===== config.mk =====
export PLATFORM = sky130hd
export DESIGN_NAME = two_slot_bucket_hash_map
export DESIGN_NICKNAME = d
export VERILOG_FILES = /design/src/rtl/core/tsbhm_pkg.sv /design/src/rtl/core/two_slot_bucket_hash_map.sv /design/src/rtl/core/tsbhm_mod.sv
export SDC_FILE = /design/constraint.sdc
export NUM_CORES = 2
export LEC_CHECK = 0
export BUFFER_PORTS_ARGS = -buffer_cell sky130_fd_sc_hd__buf_2
export CORE_MARGIN = 3
export CORE_UTILIZATION = 45
export CTS_CLUSTER_DIAMETER = 30
export DETAILED_ROUTE_END_ITERATION = 8
export SLEW_MARGIN = 25
export SYNTH_ARGS = -nofsm -noshare
export SYNTH_HDL_FRONTEND = slang
export SYNTH_SLANG_ARGS = --single-unit

===== constraint.sdc =====
create_clock -name i_clk -period 47 [get_ports i_clk]
set_clock_uncertainty 0.2 [all_clocks]
set_input_delay 2.35 -clock i_clk [delete_from_list [all_inputs] [get_ports i_clk]]
set_output_delay 2.35 -clock i_clk [all_outputs]
set_load 0.05 [all_outputs]

===== src/rtl/core/tsbhm_pkg.sv =====
// shared types and constants for the two-slot bucket hash map
package tsbhm_pkg;

    localparam int KEY_W      = 64;
    localparam int KEY_LEN_W  = 4;
    localparam int VALUE_W    = 32;
    localparam int SIZE_W     = 5;
    localparam int BYTE_W     = 8;
    localparam int MAX_BYTES  = KEY_W / BYTE_W;

    localparam logic [SIZE_W-1:0] TABLE_SIZE_RESET = SIZE_W'(10);

    localparam logic CMD_READ    = 1'b0;
    localparam logic CMD_WRITE   = 1'b1;
    localparam logic STATUS_OK   = 1'b0;
    localparam logic STATUS_FULL = 1'b1;

    typedef struct packed {
        logic                        command;
        logic [KEY_W-1:0]            key;
        logic [KEY_LEN_W-1:0]        key_len;
        logic signed [VALUE_W-1:0]   write_value;
    } t_req;

    typedef struct packed {
        logic signed [VALUE_W-1:0]   read_value;
        logic                        inserted;
        logic                        status;
    } t_resp;

    typedef struct packed {
        logic [KEY_W-1:0]            key;
        logic [KEY_LEN_W-1:0]        key_len;
        logic [VALUE_W-1:0]          value;
    } t_slot;

    // one bucket: slot 1 in the upper half, slot 0 in the lower half
    typedef struct packed {
        t_slot s1;
        t_slot s0;
    } t_row;

endpackage


===== src/rtl/core/two_slot_bucket_hash_map.sv =====
// top level of the two-slot bucket hash map: sequencer, bucket memory, output register
//
//   channel | handshake                     | payload
//   --------+-------------------------------+---------------------------
//   request | i_in_valid / o_in_ready       | i_in  (tsbhm_pkg::t_req)
//   result  | o_out_valid / i_out_ready     | o_out (tsbhm_pkg::t_resp)
//   config  | i_cfg_valid / o_cfg_ready     | i_cfg_data (table_size)
//
// a request runs the bit-serial remainder unit (one bit per cycle) on the first key
// byte, then a registered bucket memory read and a check; a second bucket reruns the
// remainder unit on the last key byte, each later bucket steps to the next index.
// after reset the valid bits are cleared one bucket per cycle, with o_in_ready low;
// config writes are taken only in idle, ahead of a request.
// one request is worked at a time; the next may be taken while a result waits.
module two_slot_bucket_hash_map #(
    parameter int BUCKETS   = 16,
    parameter int KEY_BYTES = 8
) (
    input  logic                              i_clk,
    input  logic                              i_rst_n,
    input  logic                              i_in_valid,
    output logic                              o_in_ready,
    input  tsbhm_pkg::t_req                   i_in,
    output logic                              o_out_valid,
    input  logic                              i_out_ready,
    output tsbhm_pkg::t_resp                  o_out,
    input  logic                              i_cfg_valid,
    output logic                              o_cfg_ready,
    input  logic [tsbhm_pkg::SIZE_W-1:0]      i_cfg_data
);

    localparam int BW       = $clog2(BUCKETS);
    localparam int CW       = ((BW > tsbhm_pkg::SIZE_W) ? BW : tsbhm_pkg::SIZE_W) + 1;
    localparam int MAX_SIZE = (BUCKETS < 31) ? BUCKETS : 31;
    localparam int PW       = tsbhm_pkg::SIZE_W + 1;

    typedef enum logic [2:0] {
        S_CLEAR,
        S_IDLE,
        S_MOD,
        S_READ,
        S_CHECK,
        S_FINISH
    } t_state;

    t_state                              r_state;
    logic [BW-1:0]                       r_clr;
    logic [BW-1:0]                       r_idx;
    logic [PW-1:0]                       r_probes;
    logic [tsbhm_pkg::SIZE_W-1:0]        r_table_size;
    logic                                r_cmd;
    logic [tsbhm_pkg::KEY_W-1:0]         r_key;
    logic [tsbhm_pkg::KEY_LEN_W-1:0]     r_len;
    logic [tsbhm_pkg::VALUE_W-1:0]       r_wval;
    logic [tsbhm_pkg::BYTE_W-1:0]        r_last_byte;
    logic                                r_mod_start;
    logic [tsbhm_pkg::BYTE_W-1:0]        r_mod_byte;
    tsbhm_pkg::t_resp                    r_res;
    tsbhm_pkg::t_resp                    r_out;
    logic                                r_out_valid;

    logic [1:0]                          r_vmem [BUCKETS];
    tsbhm_pkg::t_row                     r_dmem [BUCKETS];
    logic [1:0]                          r_vq;
    tsbhm_pkg::t_row                     r_row_q;

    logic [tsbhm_pkg::SIZE_W-1:0]        size;
    logic                                mod_done;
    logic [tsbhm_pkg::SIZE_W-1:0]        mod_rem;

    logic [tsbhm_pkg::KEY_LEN_W-1:0]     in_len;
    logic [tsbhm_pkg::KEY_W-1:0]         in_key;
    logic [tsbhm_pkg::BYTE_W-1:0]        in_last;

    logic                                hit0;
    logic                                hit1;
    logic                                found;
    logic                                sel1;
    logic                                ins;
    logic [tsbhm_pkg::VALUE_W-1:0]       new_val;
    tsbhm_pkg::t_slot                    new_slot;
    tsbhm_pkg::t_row                     new_row;
    logic [1:0]                          new_vld;
    logic [PW-1:0]                       probes_nxt;
    logic [BW-1:0]                       idx_inc;

    logic                                vm_we;
    logic [BW-1:0]                       vm_addr;
    logic [1:0]                          vm_wdata;
    logic                                dm_we;

    // table size in use: zero counts as one, clamped to the bucket count and to 31
    always_comb begin
        if (r_table_size == '0) begin
            size = tsbhm_pkg::SIZE_W'(1);
        end else if (PW'(r_table_size) > PW'(MAX_SIZE)) begin
            size = tsbhm_pkg::SIZE_W'(MAX_SIZE);
        end else begin
            size = r_table_size;
        end
    end

    // request key: clamp length, zero bytes past it, pick the last byte
    always_comb begin
        if (i_in.key_len == '0) begin
            in_len = tsbhm_pkg::KEY_LEN_W'(1);
        end else if (i_in.key_len > tsbhm_pkg::KEY_LEN_W'(KEY_BYTES)) begin
            in_len = tsbhm_pkg::KEY_LEN_W'(KEY_BYTES);
        end else begin
            in_len = i_in.key_len;
        end
        in_key  = '0;
        in_last = '0;
        for (int i = 0; i < tsbhm_pkg::MAX_BYTES; i++) begin
            if (tsbhm_pkg::KEY_LEN_W'(i) < in_len) begin
                in_key[i*tsbhm_pkg::BYTE_W +: tsbhm_pkg::BYTE_W] =
                    i_in.key[i*tsbhm_pkg::BYTE_W +: tsbhm_pkg::BYTE_W];
            end
            if (tsbhm_pkg::KEY_LEN_W'(i + 1) == in_len) begin
                in_last = i_in.key[i*tsbhm_pkg::BYTE_W +: tsbhm_pkg::BYTE_W];
            end
        end
    end

    // bucket check: slot 0 first, a free slot takes the key
    always_comb begin
        hit0 = r_vq[0] && (r_row_q.s0.key == r_key) && (r_row_q.s0.key_len == r_len);
        hit1 = r_vq[1] && (r_row_q.s1.key == r_key) && (r_row_q.s1.key_len == r_len);
        sel1  = r_vq[0] && !hit0;
        found = !sel1 || !r_vq[1] || hit1;
        ins   = sel1 ? !r_vq[1] : !r_vq[0];
        if (r_cmd == tsbhm_pkg::CMD_WRITE) begin
            new_val = r_wval;
        end else if (ins) begin
            new_val = '0;
        end else if (sel1) begin
            new_val = r_row_q.s1.value;
        end else begin
            new_val = r_row_q.s0.value;
        end
        new_slot.key     = r_key;
        new_slot.key_len = r_len;
        new_slot.value   = new_val;
        new_row = r_row_q;
        if (sel1) begin
            new_row.s1 = new_slot;
            new_vld    = r_vq | 2'b10;
        end else begin
            new_row.s0 = new_slot;
            new_vld    = r_vq | 2'b01;
        end
        probes_nxt = r_probes + PW'(1);
        if (CW'(r_idx) + CW'(1) == CW'(size)) begin
            idx_inc = '0;
        end else begin
            idx_inc = r_idx + BW'(1);
        end
    end

    always_comb begin
        vm_we    = (r_state == S_CLEAR) || ((r_state == S_CHECK) && found);
        vm_addr  = (r_state == S_CLEAR) ? r_clr : r_idx;
        vm_wdata = (r_state == S_CLEAR) ? 2'b00 : new_vld;
        dm_we    = (r_state == S_CHECK) && found;
    end

    always_ff @(posedge i_clk) begin
        if (vm_we) begin
            r_vmem[vm_addr] <= vm_wdata;
        end
        r_vq <= r_vmem[r_idx];
    end

    always_ff @(posedge i_clk) begin
        if (dm_we) begin
            r_dmem[r_idx] <= new_row;
        end
        r_row_q <= r_dmem[r_idx];
    end

    always_ff @(posedge i_clk) begin
        if (!i_rst_n) begin
            r_table_size <= tsbhm_pkg::TABLE_SIZE_RESET;
        end else if (i_cfg_valid && o_cfg_ready) begin
            r_table_size <= i_cfg_data;
        end
    end

    tsbhm_mod u_mod (
        .i_clk      (i_clk),
        .i_rst_n    (i_rst_n),
        .i_start    (r_mod_start),
        .i_dividend (r_mod_byte),
        .i_divisor  (size),
        .o_done     (mod_done),
        .o_rem      (mod_rem)
    );

    always_ff @(posedge i_clk) begin
        if (!i_rst_n) begin
            r_state     <= S_CLEAR;
            r_clr       <= '0;
            r_mod_start <= 1'b0;
            r_out_valid <= 1'b0;
        end else begin
            if ((r_state == S_FINISH) && (!r_out_valid || i_out_ready)) begin
                r_out_valid <= 1'b1;
            end else if (i_out_ready) begin
                r_out_valid <= 1'b0;
            end
            unique case (r_state)
                S_CLEAR: begin
                    r_clr <= r_clr + BW'(1);
                    if (r_clr == BW'(BUCKETS - 1)) begin
                        r_state <= S_IDLE;
                    end
                end
                S_IDLE: begin
                    if (i_in_valid && !i_cfg_valid) begin
                        r_cmd       <= i_in.command;
                        r_key       <= in_key;
                        r_len       <= in_len;
                        r_wval      <= i_in.write_value;
                        r_last_byte <= in_last;
                        r_mod_byte  <= in_key[tsbhm_pkg::BYTE_W-1:0];
                        r_mod_start <= 1'b1;
                        r_probes    <= '0;
                        r_state     <= S_MOD;
                    end
                end
                S_MOD: begin
                    r_mod_start <= 1'b0;
                    if (mod_done) begin
                        r_idx   <= BW'(mod_rem);
                        r_state <= S_READ;
                    end
                end
                S_READ: begin
                    r_state <= S_CHECK;
                end
                S_CHECK: begin
                    if (found) begin
                        r_res.read_value <= new_val;
                        r_res.inserted   <= ins;
                        r_res.status     <= tsbhm_pkg::STATUS_OK;
                        r_state          <= S_FINISH;
                    end else if (probes_nxt == PW'(size) + PW'(1)) begin
                        r_res.read_value <= '0;
                        r_res.inserted   <= 1'b0;
                        r_res.status     <= tsbhm_pkg::STATUS_FULL;
                        r_state          <= S_FINISH;
                    end else begin
                        r_probes <= probes_nxt;
                        if (r_probes == '0) begin
                            // second bucket comes from the last key byte
                            r_mod_byte  <= r_last_byte;
                            r_mod_start <= 1'b1;
                            r_state     <= S_MOD;
                        end else begin
                            r_idx   <= idx_inc;
                            r_state <= S_READ;
                        end
                    end
                end
                S_FINISH: begin
                    if (!r_out_valid || i_out_ready) begin
                        r_out   <= r_res;
                        r_state <= S_IDLE;
                    end
                end
                default: begin
                    r_state <= S_IDLE;
                end
            endcase
        end
    end

    // a pending config write goes ahead of a waiting request
    assign o_in_ready  = (r_state == S_IDLE) && !i_cfg_valid;
    assign o_out_valid = r_out_valid;
    assign o_out       = r_out;
    assign o_cfg_ready = (r_state == S_IDLE);

endmodule


===== src/rtl/core/tsbhm_mod.sv =====
// bit-serial remainder unit: one quotient bit per cycle over an 8-bit dividend
module tsbhm_mod (
    input  logic                              i_clk,
    input  logic                              i_rst_n,
    input  logic                              i_start,
    input  logic [tsbhm_pkg::BYTE_W-1:0]      i_dividend,
    input  logic [tsbhm_pkg::SIZE_W-1:0]      i_divisor,
    output logic                              o_done,
    output logic [tsbhm_pkg::SIZE_W-1:0]      o_rem
);

    localparam int CNT_W = $clog2(tsbhm_pkg::BYTE_W);

    logic                           r_busy;
    logic                           r_done;
    logic [CNT_W-1:0]               r_cnt;
    logic [tsbhm_pkg::BYTE_W-1:0]   r_div;
    logic [tsbhm_pkg::SIZE_W-1:0]   r_rem;

    logic [tsbhm_pkg::SIZE_W:0]     rem_sh;
    logic [tsbhm_pkg::SIZE_W:0]     divisor_ext;
    logic [tsbhm_pkg::SIZE_W:0]     rem_sub;

    assign rem_sh      = {r_rem, r_div[tsbhm_pkg::BYTE_W-1]};
    assign divisor_ext = {1'b0, i_divisor};
    assign rem_sub     = rem_sh - divisor_ext;

    always_ff @(posedge i_clk) begin
        if (!i_rst_n) begin
            r_busy <= 1'b0;
            r_done <= 1'b0;
            r_cnt  <= '0;
        end else begin
            r_done <= 1'b0;
            if (i_start) begin
                r_busy <= 1'b1;
                r_cnt  <= '0;
            end else if (r_busy) begin
                if (r_cnt == CNT_W'(tsbhm_pkg::BYTE_W - 1)) begin
                    r_busy <= 1'b0;
                    r_done <= 1'b1;
                end else begin
                    r_cnt <= r_cnt + CNT_W'(1);
                end
            end
        end
    end

    // remainder stays below the divisor, so the shifted value is below twice it
    always_ff @(posedge i_clk) begin
        if (i_start) begin
            r_div <= i_dividend;
            r_rem <= '0;
        end else if (r_busy) begin
            r_div <= {r_div[tsbhm_pkg::BYTE_W-2:0], 1'b0};
            if (rem_sh >= divisor_ext) begin
                r_rem <= rem_sub[tsbhm_pkg::SIZE_W-1:0];
            end else begin
                r_rem <= rem_sh[tsbhm_pkg::SIZE_W-1:0];
            end
        end
    end

    assign o_done = r_done;
    assign o_rem  = r_rem;

endmodule


==> flow_summary.ini <==
[synthesis]
synth_xor_area_frac = 0.01003
synth_edf_count = 3435
synth-compound-area-share = 0.01045
synthTopCellsByArea = edfxtp_1, mux4_2, dfxtp_1
synthAdderAreaFrac = 0.001495
ys_ff_latch = 3661
syn_inst = 5972
synth_nets = 6098
netlist.area_leader.share = 0.7426
synth_top_family_by_area = multiplexers
yosys.area_share.simple = 0.01521
synth_top_flop_cell = edfxtp_1
syn_area_per_cell_sq_um = 23.26
synthTopCellsByCount = edfxtp_1, mux4_2, dfxtp_1
synth_seq_area_share = 0.7752
ys_warn_count = 0
synth_async_sr_flop_share = 0
synth.distinct_cells = 52
muxShareOfSynthArea = 0.1772
syn_area_sq_mm = 0.1389
synth_top_area_cell = edfxtp_1
synth_most_common_cell = edfxtp_1

[clock_network]
cts_resized = 0
root_buffer = clkbuf_16
cts_tree = done
clk_pin_slew_ps = 50
cts.sinks = 3661
cts.path.max_buffers = 4
htreeDepth = 6
post_cts_buffers = 0
worstSkewPairLatency_ps = 1010
holdBufCountCts = 0
numCtsBuffers = 668

[power]
p_switching_uw = 1773
powerDensity_mw_per_mm2 = 50.99
p_comb_frac = 0.013
intPower_uw = 6817
leakage_uw = 0.05471
p_seq_frac = 0.415
p_sw_frac = 0.2064
clkPwrFrac = 0.572
ir_drop_mv = 0.03861

[worst_setup_path]
cp_max_fo = 47
start_kind = flip-flop
worst_ep_arrival_time_ps = 7010
r2r_cells = 11
r2r_start = r_key[0]$_DFFE_PP_
reg2reg_to = r_dmem[15][73]$_DFFE_PP_
criticalPathCategory = reg2reg
rrSetupSlack_ps = 40360
worstSetupEndpointType = flip-flop
cp_data_required_time_ps = 47380

[global_route]
antenna_found_initial = 36
grt_pass1_vias = 69827
grt_overflow = 0
grt_usage = 0.2270
grt_pass1_wl_microns = 517100
grt_max_degree = 140

[floorplan]
dieArea_sq_mm = 0.3154
die_h_microns = 561.6
ioPinCount = 148
core_area_sq_mm = 0.3066
fp-row-count = 203
start_util = 0.4531
die_x_microns = 561.6

[finish]
drive_above_1_share = 0.3575
final_nets = 6732
fin_util = 0.5495
syn_to_final_growth_pct = 21.28

[timing]
final.min_clock_period_ps = 6639
rsz0062_at_grt = no
hold_viol = 0
worst_slew_pin_slew_ps = 1107
finalSetupViolCount = 0
slew_headroom = 0.2618
maxSlewViolCount = 0
fin_setup_tns_ps = 0
fin_crit_sh = 0.1413
clock.fmax_mhz = 150.6

[outcome]
status = completed

[hold_path]
whs_path_depth = 0
hold_path.class = reg2reg
hold_start = r_res[0]$_SDFFCE_PN0P_
hold_path_end = o_out[0]$_DFFE_PP_

[routing]
drt-wirelength-per-cell_microns = 31.85
drt_iter0_markers = 7914
antenna_left = 0
wl_microns = 360000
via_count = 67168
dr.pass1.iters = 8
vias_per_cell = 5.942
drc = 0

[place]
place.gp.congestion = 0.8464
hpwl_microns = 191500
port_buffers = 147

[flow_run]
drv_cap = 0
state kept, by name (all words and copies together), names as in the netlist, 5 cells and up:
| signal | flops |
|---|---|
| r_row_q | 200 |
| r_last_byte | 8 |
| r_mod_byte | 8 |
| r_probes | 6 |
| r_key | 64 |
| r_wval | 32 |
| r_dmem | 3200 |
| u_mod.o_rem | 5 |
| r_table_size | 5 |
| u_mod.r_div | 8 |
| o_out | 34 |
| r_vmem | 32 |
| r_res | 34 |
worst max-delay path by stage:
stage,startpoint,endpoint,slack [ps],cells after the start
final,r_key[0]$_DFFE_PP_,r_dmem[15][73]$_DFFE_PP_,40360,11
after global routing,r_key[0]$_DFFE_PP_,r_dmem[15][73]$_DFFE_PP_,40290,11
after CTS,r_key[0]$_DFFE_PP_,r_dmem[15][73]$_DFFE_PP_,40400,11
after detailed placement,r_key[0]$_DFFE_PP_,r_dmem[1][59]$_DFFE_PP_,40480,11
after global placement,r_key[0]$_DFFE_PP_,r_dmem[1][59]$_DFFE_PP_,40570,11
after floorplan,r_key[31]$_SDFFCE_PP0P_,r_dmem[12][0]$_DFFE_PP_,30630,8
layout make-up:
type | instances | area (sq um)
Multi-Input combinational cell | 1975 | 29980
Inverter | 16 | 60.06
Clock inverter | 484 | 6193
Antenna cell | 19 | 47.55
Tap cell | 4100 | 5130
Timing Repair Buffer | 284 | 1984
Sequential cell | 3661 | 107700
Fill cell | 22704 | 138100
Clock buffer | 764 | 17380
critical path, cell delays in order (launching register included):
cell      delay, ps
edfxtp_1        450
xor2_1          210
nor4_1          760
nand4_1         290
nor3_1          450
a21oi_1         220
nor2b_4         270
buf_4           440
nor3_2          250
buf_4           740
buf_4           900
buf_4           880
logic make-up (layout without fill, tap and decap cells):
kind of cell / after synthesis / in the layout
AOI/OAI and AO/OA: 203 / 203
xor gates and xnor gates: 159 / 159
adders and majority gates: 17 / 17
buffers and inverters: 336 / 1548
DFF: 3661 / 3661
muxes: 1178 / 1178
other: 0 / 19
and+or+nand+nor: 418 / 418
layout by cell type (no fill, tap or decap), types with 13 or more instances in the layout:
cell type and n:
nand3_1 70, buf_2 147, clkinvlp_4 69, nor2_1 32
a22o_1 65, nand2_1 117, diode_2 19, inv_6 32
o21ai_0 23, clkbuf_16 673, clkbuf_1 71, buf_12 16
mux2i_1 23, mux2_1 13, buf_4 120, clkinv_4 52
clkinv_16 22, clkinv_1 71, edfxtp_1 3435, mux4_2 1010
inv_1 15, nor2_4 13, nor4_1 31, dfxtp_1 225
ha_1 15, xnor2_1 29, clkbuf_8 20, nand4_1 50
clkinv_2 109, a21oi_1 25, mux2_2 132, a31oi_1 35
xor2_1 130, nor2b_1 56, clkinv_8 14, bufinv_16 98
per-stage QoR:
stage          hold slack (ps)  power (uW)  instances  area, sq um  worst slack [ps]
2_1_floorplan            200.3        3690       5972       138900             30630
3_3_place_gp             204.8        3734      10033       144800             40570
3_5_place_dp             206.1        3738      10035       144800             40480
4_1_cts                  217.7        8652      11283       168400             40400
5_1_grt                  230.4        8832      11289       168400             40290
6_report                 215.4        8590      11303       168400             40360
power by group through the flow:
stage / registers (uW) / logic [uW] / clock network [uW]
after global routing: 3560 / 119 / 5150
after global placement: 3630 / 106 / 0
after floorplan: 3620 / 65.1 / 0
after CTS: 3570 / 110 / 4980
after detailed placement: 3630 / 110 / 0
final: 3570 / 111 / 4910
layer usage:
metal | share of wire | vias up | track usage
met2 | 0.48 | 3014 | 0.3592
met5 | 0.00026 | - | 0
met4 | 0.024 | 14 | 0.06506
met3 | 0.080 | 540 | 0.04556
li1 | - | 26970 | -
met1 | 0.41 | 36630 | 0.3232
No activity file was read; power rests on OpenSTA's default activity.
